[src/mfp_pkg.sv]
// ----------------------------------------------------------------------------
// mfp_pkg
// Shared types, codes and helpers for the motion frame parser.
// ----------------------------------------------------------------------------
package mfp_pkg;

	// Frame geometry
	localparam int FRAME_LEN = 9;
	localparam int POS_W     = $clog2(FRAME_LEN);
	localparam int BYTE_W    = 8;
	localparam int WORD_W    = 16;

	// Fixed byte positions inside a frame
	localparam int POS_SEQ      = 2;
	localparam int POS_FLAGS    = 3;
	localparam int POS_SPEED_LO = 4;
	localparam int POS_SPEED_HI = 5;
	localparam int POS_ACCEL_LO = 6;
	localparam int POS_ACCEL_HI = 7;

	// Configuration port
	localparam int CFG_INDEX_W = 3;
	localparam int CFG_DATA_W  = 8;

	typedef enum logic [CFG_INDEX_W-1:0] {
		CFG_HEADER_FIRST  = 3'd0,
		CFG_HEADER_SECOND = 3'd1,
		CFG_READY_MASK    = 3'd2,
		CFG_BALANCE_MASK  = 3'd3,
		CFG_CAPTURED_MASK = 3'd4
	} cfg_reg_t;

	localparam logic [BYTE_W-1:0] HEADER_FIRST_RST  = 8'h5A;
	localparam logic [BYTE_W-1:0] HEADER_SECOND_RST = 8'hA5;
	localparam logic [BYTE_W-1:0] READY_MASK_RST    = 8'h01;
	localparam logic [BYTE_W-1:0] BALANCE_MASK_RST  = 8'h02;
	localparam logic [BYTE_W-1:0] CAPTURED_MASK_RST = 8'h04;

	typedef enum logic [1:0] {
		ST_NONE     = 2'd0,
		ST_ACCEPTED = 2'd1,
		ST_CHECKSUM = 2'd2,
		ST_DUPLICATE = 2'd3
	} status_t;

	typedef enum logic [1:0] {
		MIS_NONE     = 2'd0,
		MIS_CENTER   = 2'd1,
		MIS_CAPTURED = 2'd2
	} mission_t;

	function automatic mission_t mission_of(
		input logic [BYTE_W-1:0] flags,
		input logic [BYTE_W-1:0] balance_mask,
		input logic [BYTE_W-1:0] captured_mask
	);
		mission_t m;
		if ((flags & balance_mask) == '0)
			m = MIS_NONE;
		else if ((flags & captured_mask) != '0)
			m = MIS_CAPTURED;
		else
			m = MIS_CENTER;
		return m;
	endfunction

endpackage

[src/mfp_byte_if.sv]
// ----------------------------------------------------------------------------
// mfp_byte_if
// Byte channel into the motion frame parser: valid/ready plus one byte.
// ----------------------------------------------------------------------------
interface mfp_byte_if;
	import mfp_pkg::*;

	logic              valid;
	logic              ready;
	logic [BYTE_W-1:0] rx_byte;

	modport source (output valid, output rx_byte, input ready);
	modport sink (input valid, input rx_byte, output ready);

endinterface

[src/mfp_result_if.sv]
// ----------------------------------------------------------------------------
// mfp_result_if
// Result channel out of the motion frame parser: valid/ready plus one result.
// ----------------------------------------------------------------------------
interface mfp_result_if;
	import mfp_pkg::*;

	logic                     valid;
	logic                     ready;
	status_t                  status;
	logic [BYTE_W-1:0]        frame_sequence;
	logic [BYTE_W-1:0]        frame_flags;
	logic signed [WORD_W-1:0] planned_speed;
	logic signed [WORD_W-1:0] accel_value;
	mission_t                 start_request;

	modport source (
		output valid, output status, output frame_sequence, output frame_flags,
		output planned_speed, output accel_value, output start_request,
		input ready
	);
	modport sink (
		input valid, input status, input frame_sequence, input frame_flags,
		input planned_speed, input accel_value, input start_request,
		output ready
	);

endinterface

[src/motion_frame_parser.sv]
// ----------------------------------------------------------------------------
// motion_frame_parser
// Byte-serial receiver for fixed-length motion frames with sum-8 checksum.
// ----------------------------------------------------------------------------
// Usage:
//   in_ch carries one received byte per transfer; out_ch returns exactly one
//   result per byte. Most results report "no frame end"; the result of the
//   last byte of a frame reports accepted, checksum error or duplicate, and
//   for an accepted frame carries sequence, flags, the two signed values and
//   any start request.
//   The result of a byte is registered and shows in the cycle after the byte
//   is taken. Throughput is one byte per cycle while the receiver takes
//   results, set by the single output register; the checksum is kept as a
//   running sum so the last byte needs only one compare.
//   When the receiver stalls, the result holds in the output register and a
//   new byte is taken only in a cycle where that register is being emptied.
//   Reset (arst_n low) restarts the header hunt, forgets the last sequence
//   and flags, loads the default header bytes and masks, and empties the
//   output register. Configuration writes on cfg_we/cfg_index/cfg_wdata are
//   meant for idle periods.
// ----------------------------------------------------------------------------
module motion_frame_parser (
	input  logic                             clk,
	input  logic                             arst_n,
	input  logic                             cfg_we,
	input  logic [mfp_pkg::CFG_INDEX_W-1:0]  cfg_index,
	input  logic [mfp_pkg::CFG_DATA_W-1:0]   cfg_wdata,
	mfp_byte_if.sink                         in_ch,
	mfp_result_if.source                     out_ch
);
	import mfp_pkg::*;

	localparam logic [POS_W-1:0] LAST_POS = POS_W'(FRAME_LEN - 1);

	// Configuration
	logic [BYTE_W-1:0] header_first_q;
	logic [BYTE_W-1:0] header_second_q;
	logic [BYTE_W-1:0] ready_mask_q;
	logic [BYTE_W-1:0] balance_mask_q;
	logic [BYTE_W-1:0] captured_mask_q;

	// Parser state
	logic [POS_W-1:0]  pos_q;
	logic [BYTE_W-1:0] sum_q;
	logic [BYTE_W-1:0] seq_q;
	logic [BYTE_W-1:0] flags_q;
	logic [WORD_W-1:0] speed_q;
	logic [WORD_W-1:0] accel_q;
	logic              seen_q;
	logic [BYTE_W-1:0] prev_seq_q;
	logic [BYTE_W-1:0] cur_flags_q;

	// Output register
	logic out_valid_q;

	logic              accept;
	logic [BYTE_W-1:0] b;
	logic              last;
	logic              sum_ok;
	logic              dup;
	logic              frame_ok;
	status_t           status_d;
	mission_t          old_m;
	mission_t          new_m;
	logic              cur_rdy;
	logic              nxt_rdy;
	mission_t          start_d;

	assign in_ch.ready  = !out_valid_q || out_ch.ready;
	assign accept       = in_ch.valid && in_ch.ready;
	assign out_ch.valid = out_valid_q;
	assign b            = in_ch.rx_byte;

	// Frame end decision
	assign last      = (pos_q == LAST_POS);
	assign sum_ok    = (sum_q == b);
	assign dup       = seen_q && (seq_q == prev_seq_q);
	assign frame_ok  = last && sum_ok && !dup;
	assign old_m     = mission_of(cur_flags_q, balance_mask_q, captured_mask_q);
	assign new_m     = mission_of(flags_q, balance_mask_q, captured_mask_q);
	assign cur_rdy   = (cur_flags_q & ready_mask_q) != '0;
	assign nxt_rdy   = (flags_q & ready_mask_q) != '0;

	always_comb begin
		priority if (!last)
			status_d = ST_NONE;
		else if (!sum_ok)
			status_d = ST_CHECKSUM;
		else if (dup)
			status_d = ST_DUPLICATE;
		else
			status_d = ST_ACCEPTED;
	end

	always_comb begin
		if (nxt_rdy && new_m != MIS_NONE && (!cur_rdy || old_m != new_m))
			start_d = new_m;
		else
			start_d = MIS_NONE;
	end

	// Configuration registers
	always_ff @(posedge clk or negedge arst_n) begin
		if (!arst_n) begin
			header_first_q  <= HEADER_FIRST_RST;
			header_second_q <= HEADER_SECOND_RST;
			ready_mask_q    <= READY_MASK_RST;
			balance_mask_q  <= BALANCE_MASK_RST;
			captured_mask_q <= CAPTURED_MASK_RST;
		end else if (cfg_we) begin
			unique case (cfg_reg_t'(cfg_index))
				CFG_HEADER_FIRST:  header_first_q  <= cfg_wdata;
				CFG_HEADER_SECOND: header_second_q <= cfg_wdata;
				CFG_READY_MASK:    ready_mask_q    <= cfg_wdata;
				CFG_BALANCE_MASK:  balance_mask_q  <= cfg_wdata;
				CFG_CAPTURED_MASK: captured_mask_q <= cfg_wdata;
				default: ;
			endcase
		end
	end

	// Header hunt, byte position and sequence history
	always_ff @(posedge clk or negedge arst_n) begin
		if (!arst_n) begin
			pos_q       <= '0;
			seen_q      <= 1'b0;
			prev_seq_q  <= '0;
			cur_flags_q <= '0;
		end else if (accept) begin
			priority if (pos_q == POS_W'(0)) begin
				if (b == header_first_q)
					pos_q <= POS_W'(1);
			end else if (pos_q == POS_W'(1)) begin
				if (b == header_second_q)
					pos_q <= POS_W'(2);
				else if (b != header_first_q)
					pos_q <= '0;
			end else if (last) begin
				pos_q <= '0;
				if (frame_ok) begin
					seen_q      <= 1'b1;
					prev_seq_q  <= seq_q;
					cur_flags_q <= flags_q;
				end
			end else begin
				pos_q <= pos_q + POS_W'(1);
			end
		end
	end

	// Running checksum and frame fields
	always_ff @(posedge clk) begin
		if (accept) begin
			priority if (pos_q == POS_W'(0)) begin
				sum_q <= b;
			end else if (pos_q == POS_W'(1)) begin
				// a repeated first header byte restarts the sum
				if (b == header_second_q)
					sum_q <= sum_q + b;
				else
					sum_q <= b;
			end else if (!last) begin
				sum_q <= sum_q + b;
				if (pos_q == POS_W'(POS_SEQ))      seq_q         <= b;
				if (pos_q == POS_W'(POS_FLAGS))    flags_q       <= b;
				if (pos_q == POS_W'(POS_SPEED_LO)) speed_q[7:0]  <= b;
				if (pos_q == POS_W'(POS_SPEED_HI)) speed_q[15:8] <= b;
				if (pos_q == POS_W'(POS_ACCEL_LO)) accel_q[7:0]  <= b;
				if (pos_q == POS_W'(POS_ACCEL_HI)) accel_q[15:8] <= b;
			end
		end
	end

	// Output register: fill on transfer in, drain on transfer out
	always_ff @(posedge clk or negedge arst_n) begin
		if (!arst_n)
			out_valid_q <= 1'b0;
		else if (accept)
			out_valid_q <= 1'b1;
		else if (out_ch.ready)
			out_valid_q <= 1'b0;
	end

	always_ff @(posedge clk) begin
		if (accept) begin
			out_ch.status <= status_d;
			if (frame_ok) begin
				out_ch.frame_sequence <= seq_q;
				out_ch.frame_flags    <= flags_q;
				out_ch.planned_speed  <= speed_q;
				out_ch.accel_value    <= accel_q;
				out_ch.start_request  <= start_d;
			end else begin
				out_ch.frame_sequence <= '0;
				out_ch.frame_flags    <= '0;
				out_ch.planned_speed  <= '0;
				out_ch.accel_value    <= '0;
				out_ch.start_request  <= MIS_NONE;
			end
		end
	end

endmodule
[src/flat_wrapper.sv]
// flat-port wrapper written by rule: the top's interface ports become plain ports
module motion_frame_parser_flat import mfp_pkg::*;
  (clk, arst_n, cfg_we, cfg_index, cfg_wdata, in_ch_valid, in_ch_rx_byte, in_ch_ready, out_ch_valid, out_ch_status, out_ch_frame_sequence, out_ch_frame_flags, out_ch_planned_speed, out_ch_accel_value, out_ch_start_request, out_ch_ready);
  mfp_byte_if in_ch_i ();
  mfp_result_if out_ch_i ();
  input  logic clk;
  input  logic arst_n;
  input  logic cfg_we;
  input  logic [mfp_pkg::CFG_INDEX_W-1:0] cfg_index;
  input  logic [mfp_pkg::CFG_DATA_W-1:0] cfg_wdata;
  input wire logic [$bits(in_ch_i.valid)-1:0] in_ch_valid;
  input wire logic [$bits(in_ch_i.rx_byte)-1:0] in_ch_rx_byte;
  output wire logic [$bits(in_ch_i.ready)-1:0] in_ch_ready;
  output wire logic [$bits(out_ch_i.valid)-1:0] out_ch_valid;
  output wire logic [$bits(out_ch_i.status)-1:0] out_ch_status;
  output wire logic [$bits(out_ch_i.frame_sequence)-1:0] out_ch_frame_sequence;
  output wire logic [$bits(out_ch_i.frame_flags)-1:0] out_ch_frame_flags;
  output wire logic [$bits(out_ch_i.planned_speed)-1:0] out_ch_planned_speed;
  output wire logic [$bits(out_ch_i.accel_value)-1:0] out_ch_accel_value;
  output wire logic [$bits(out_ch_i.start_request)-1:0] out_ch_start_request;
  input wire logic [$bits(out_ch_i.ready)-1:0] out_ch_ready;
  assign in_ch_i.valid = in_ch_valid;
  assign in_ch_i.rx_byte = in_ch_rx_byte;
  assign in_ch_ready = in_ch_i.ready;
  assign out_ch_valid = out_ch_i.valid;
  assign out_ch_status = out_ch_i.status;
  assign out_ch_frame_sequence = out_ch_i.frame_sequence;
  assign out_ch_frame_flags = out_ch_i.frame_flags;
  assign out_ch_planned_speed = out_ch_i.planned_speed;
  assign out_ch_accel_value = out_ch_i.accel_value;
  assign out_ch_start_request = out_ch_i.start_request;
  assign out_ch_i.ready = out_ch_ready;
  motion_frame_parser u_core (.clk(clk), .arst_n(arst_n), .cfg_we(cfg_we), .cfg_index(cfg_index), .cfg_wdata(cfg_wdata), .in_ch(in_ch_i), .out_ch(out_ch_i));
endmodule
[config.mk]
export PLATFORM = sky130hd
export DESIGN_NAME = motion_frame_parser_flat
export DESIGN_NICKNAME = d
export VERILOG_FILES = /design/src/mfp_pkg.sv /design/src/mfp_byte_if.sv /design/src/mfp_result_if.sv /design/src/motion_frame_parser.sv /design/src/flat_wrapper.sv
export SDC_FILE = /design/constraint.sdc
export NUM_CORES = 1
export LEC_CHECK = 0
export BUFFER_PORTS_ARGS = -buffer_cell sky130_fd_sc_hd__buf_2
export CAP_MARGIN = 15
export CELL_PAD_IN_SITES_DETAIL_PLACEMENT = 0
export CELL_PAD_IN_SITES_GLOBAL_PLACEMENT = 1
export CORE_ASPECT_RATIO = 1.4
export CORE_MARGIN = 2
export CORE_UTILIZATION = 40
export CTS_CLUSTER_DIAMETER = 80
export DETAILED_ROUTE_END_ITERATION = 16
export GPL_TIMING_DRIVEN = 1
export PLACE_DENSITY_LB_ADDON = 0.15
export SETUP_SLACK_MARGIN = 0.3
export SLEW_MARGIN = 15
export SYNTH_ARGS = -nofsm -noshare
export SYNTH_HDL_FRONTEND = slang
export SYNTH_SLANG_ARGS = --single-unit
export TNS_END_PERCENT = 10
[constraint.sdc]
create_clock -name clk -period 6.8 [get_ports clk]
set_clock_uncertainty 0.05 [all_clocks]
set_input_delay 1.36 -clock clk [delete_from_list [all_inputs] [get_ports clk]]
set_output_delay 1.36 -clock clk [all_outputs]
set_load 0.1 [all_outputs]
Word-level counts from Yosys, hierarchy flattened. Cells that the tools add are included.

Register bits: 170.

Add/sub/neg operators: 2. Eq/ne operators: 21. Mux-type cells: 18. Bitwise gates (word level): 9. Reduce and logical (&&, ||, !) cells: 37.

Operator list (count): 8-bit AND (6); 5-bit AND reduction (7); 8-bit equality test (4); 8-bit 2-to-1 mux (4); 8-bit nonzero test (4); 4-bit 2-to-1 mux (6); 4-bit by 3-bit equality test with 1-bit output (second input constant) (4); 8-bit zero test (2); 2-bit AND reduction (8); 2-bit 2-to-1 mux (6); 8-bit adder (1); 4-bit by 2-bit equality test with 1-bit output (second input constant) (2); 8-bit inequality test (1); 3-bit by 2-bit equality test with 1-bit output (second input constant) (2); 1-bit logical AND (6); 4-bit by 1-bit adder with 4-bit output (second input constant) (1); 4-bit by 1-bit equality test with 1-bit output (second input constant) (1); 4-bit equality test (second input constant) (1); 4-bit zero test (1); 4-bit by 3-bit inequality test with 1-bit output (second input constant) (1); 2-bit nonzero test (2); 3-bit by 1-bit equality test with 1-bit output (second input constant) (1); 3-bit equality test (second input constant) (1); 1-bit zero test (3); other kinds (8) (12).

Longest topological paths before layout.
Word-level depth: 8. Depth in mapped cells: 9. Depth with buffers taken out: 8.

Least setup slack after synthesis. OpenSTA, ideal clock, no wires.

Path type: input -> register. Start point: input out_ch_ready. End point: register u_core.cur_flags_q[0]. Setup time: 0.125 ns. Data arrival time: 4.523 ns. Required time: 6.625 ns. Setup slack: 2.102 ns. Cell stages on the path: 7. Path buffers: 2. Path through: nand2b_1 nand2_1 inv_1 o311a_2 buf_6 buf_12 mux2_4.

Cells in the longest elaborated chain, start to end: 3.

RTL lines: from (decl) (RTL line flat_wrapper.sv:21) `input wire logic [$bits(out_ch_i.ready)-1:0] out_ch_ready;`; 1-bit logical OR (RTL line motion_frame_parser.sv:69) `assign in_ch.ready = !out_valid_q || out_ch.ready;`; 1-bit logical AND (RTL line motion_frame_parser.sv:70) `assign accept = in_ch.valid && in_ch.ready;`; via u_core.accept (RTL line motion_frame_parser.sv:56) `logic accept;`; 5-bit AND reduction (no source line); to (signal assigned) (RTL line motion_frame_parser.sv:143) `cur_flags_q <= flags_q;`; to (decl) (RTL line motion_frame_parser.sv:51) `logic [BYTE_W-1:0] cur_flags_q;`.

The timed path passes the listed nets, and every way through them passes these cells. A chain may end at the register's enable or synchronous reset.

Worst setup path after layout.
Start point: input in_ch_rx_byte[5]. End point: register u_core.prev_seq_q[3].

Cells in the longest elaborated chain, start to end: 4.

RTL lines: from (decl) (RTL line flat_wrapper.sv:12) `input wire logic [$bits(in_ch_i.rx_byte)-1:0] in_ch_rx_byte;`; 8-bit equality test (RTL line motion_frame_parser.sv:76) `assign sum_ok = (sum_q == b);`; 1-bit logical AND (2 in series) (RTL line motion_frame_parser.sv:78) `assign frame_ok = last && sum_ok && !dup;`; 5-bit AND reduction (no source line); to (signal assigned) (RTL line motion_frame_parser.sv:142) `prev_seq_q <= seq_q;`; to (decl) (RTL line motion_frame_parser.sv:50) `logic [BYTE_W-1:0] prev_seq_q;`.

Every way passes these cells.

==> results_dict.tcl <==
set metrics [dict create \
    die_h_um 163 \
    slew_viol_final 0 \
    cts_num_sinks 170 \
    final_common_cell "edfxtp_1" \
    die_w_um 117 \
    diodes 0 \
    finalSetupTns_ns 0 \
    critical_path.max_fanout 50 \
    critPathCaptureType "flop" \
    drtIter0Drc 230 \
    rows 58 \
    dr.pass1.iters 4 \
    synth_top_flop_cell "edfxtp_1" \
    start_util_pct 40.5 \
    synth_cells 465 \
    netlist_area_um2 7190 \
    drive_gt1_share_pct 34.4 \
    instances_no_fill 807 \
    yosys.area.top_type "edfxtp_1" \
    cts_hold_buffers 0 \
    rsz0062_at_grt "false" \
    syn_area_per_cell_um2 15.5 \
    nNetsFinal 590 \
    clk_pin_slew_worst_paths_ns 0.07 \
    wl_per_cell_um 19.0 \
    synth_top_area_share_pct 45.1 \
    grt-ovfl-total 0 \
    drv_cap 0 \
    synth_edf_count 108 \
    cp-start-kind "input port" \
    grt_pass1_wl_um 24100 \
    grt.total_usage_pct 16.9 \
    area_growth_pct 17.8 \
    crit_required_ns 7.06 \
    ir_drop_uv 195 \
    slew-limit-headroom_pct 46.1 \
    hp-class "reg2reg" \
    syn_nets 501 \
    yosysWarnings 0 \
    gp_congestion 0.831 \
    fin_crit_ns 3.73 \
    pwr-share-clk_pct 35.9 \
    cts_buffers 17 \
    cts_tree "yes" \
    hold_viol_final 0 \
    critPathArrivalTime_ns 4.00 \
    period_share_pct 54.9 \
    clk-insertion-delay-late_ns 0.43 \
    seq_power_share_pct 45.5 \
    coreArea_um2 17800 \
    combinationalPowerShare_pct 18.6 \
    cts.repair.resized 0 \
    fmax_mhz 268 \
    post-route-drc-count 0 \
    path_class "in2reg" \
    clockBufferDepth 2 \
    switching_power_w 0.000847 \
    dpl.hpwl_um 10700 \
    p_leak_nw 3.37 \
    post_cts_buffers 0 \
    io-pin-count 78 \
    io_buffers 77 \
    switching_share_pct 29.1 \
    synth.area.top_cells "edfxtp_1 45%, dfrtp_1 18%, mux2_2 8.3%" \
    outcome "complete, no violations" \
    ant_nets 0 \
    ys_seq_area_share_pct 66.8 \
    grt_pass1_vias 4173 \
    drt-total-wl_um 15300 \
    dpl.cell_count 775 \
    most-common-layout-cells "108 x edfxtp_1, 77 x buf_2, 53 x mux2_2" \
    vias 4086 \
    vias_per_cell 5.06 \
    antenna_found_initial 0 \
    power_density_nw_per_um2 344 \
    setup_violations 0 \
    p_int_w 0.00207 \
    ys_types 49 \
    async_reset_ff_share_pct 36.5 \
    synth_seq_cells 170 \
    die_area_um2 19100 \
    tightest_slew_ns 0.808 \
    cts-root-buf "clkbuf_16" \
    cts-htree-levels 4 \
    grt_max_degree 63 \
]
==> metal layers <==
metal	GRT usage [%]	wire, um	vias to the layer above
met5	0	0	-
met2	30.0	8050	110
met3	4.03	620	18
li1	-	-	1914
met4	6.90	351	0
met1	19.8	6310	2044
==> state kept, by name, indices dropped and copies added (netlist names), 8 cells and up <==
register and cells:
u_core.out_ch.accel_value 16, u_core.flags_q 8, u_core.out_ch.frame_sequence 8, u_core.captured_mask_q 8, u_core.out_ch.frame_flags 8, u_core.prev_seq_q 8
u_core.header_first_q 8, u_core.seq_q 8, u_core.sum_q 8, u_core.ready_mask_q 8, u_core.accel_q 16, u_core.speed_q 16
u_core.header_second_q 8, u_core.cur_flags_q 8, u_core.out_ch.planned_speed 16, u_core.balance_mask_q 8
==> through the flow <==
step	util, %	total power [W]	area [um^2]	setup slack (ns)	hold slack, ns
finish	47.7	0.00291	8480	3.07	0.466
global route	47.7	0.00304	8480	2.88	0.488
CTS	47.7	0.00294	8480	3.05	0.468
detailed placement	44.1	0.00189	7840	2.59	0.458
global placement	44.1	0.00188	7840	2.65	0.458
floorplan	-	0.00175	7190	2.10	0.430
==> area by class of cell <==
| type | count | area, um^2 |
|---|---|---|
| Multi-Input combinational cell | 272 | 2270 |
| Tap cell | 240 | 300 |
| Clock inverter | 15 | 209 |
| Clock buffer | 17 | 425 |
| Inverter | 12 | 45.0 |
| Sequential cell | 170 | 4810 |
| Fill cell | 1592 | 9300 |
| Timing Repair Buffer | 81 | 415 |
==> cells in the mapped netlist, drive strengths merged (2+ instances only) <==
library cell / n
clkbuf: 8
nand3: 4
o21bai: 2
o211ai: 4
and3: 2
a221oi: 4
ha: 11
a22o: 4
xor2: 18
nor4: 6
o21ai: 5
o21a: 2
nor3: 7
nand2b: 2
mux2: 62
buf: 3
dfrtp: 51
mux2i: 3
nor2: 12
inv: 12
xnor2: 12
a21oi: 5
o2111ai: 3
edfxtp: 108
a211oi: 2
and2: 52
dfstp: 11
a41oi: 2
nor2b: 5
a22oi: 17
nand4: 7
and4: 2
nand2: 9
==> worst max-delay path, cell delays in order <==
cell	delay, ns
buf_2	0.19
ha_1	0.42
nor4_4	0.31
nand4_1	0.18
a41oi_2	0.18
buf_4	0.36
o311a_2	0.58
mux2_2	0.40
==> logic make-up after synthesis <==
kind of cell | Yosys count | synth area share [%]
AO/OA/AOI/OAI | 53 | 5.63
multiplexers | 65 | 10.6
AND/OR/NAND/NOR | 112 | 9.55
flip-flops | 170 | 66.8
adder cells (fa/ha/maj) | 12 | 2.19
buffers and inverters | 23 | 1.55
XOR/XNOR | 30 | 3.65
==> power groups by stage <==
stage / clock (W) / sequential, W / combinational (W)
after floorplan: 0 / 0.00142 / 0.000330
after global placement: 0 / 0.00135 / 0.000534
after detailed placement: 0 / 0.00135 / 0.000545
after CTS: 0.00107 / 0.00133 / 0.000548
after global routing: 0.00111 / 0.00134 / 0.000591
final: 0.00104 / 0.00133 / 0.000543
==> final timing paths <==
kind	from	endpoint	slack, ns	cells past startpoint
hold reg to reg	u_core.speed_q[10]$_DFFE_PP_	u_core.out_ch.planned_speed[10]$_SDFFCE_PN0P_	0.47	1
setup / recovery	in_ch_rx_byte[5]	u_core.prev_seq_q[3]$_DFFE_PN0P_	3.07	8
setup reg to reg	u_core.sum_q[4]$_DFFE_PP_	u_core.prev_seq_q[3]$_DFFE_PN0P_	3.85	7
hold / removal	u_core.speed_q[10]$_DFFE_PP_	u_core.out_ch.planned_speed[10]$_SDFFCE_PN0P_	0.47	1
min in group asynchronous	arst_n	u_core.captured_mask_q[0]$_DFFE_PN0P_	1.05	2
max in group asynchronous	arst_n	u_core.header_second_q[4]$_DFFE_PN0P_	5.11	2
(Power assumes the default switching activity.)
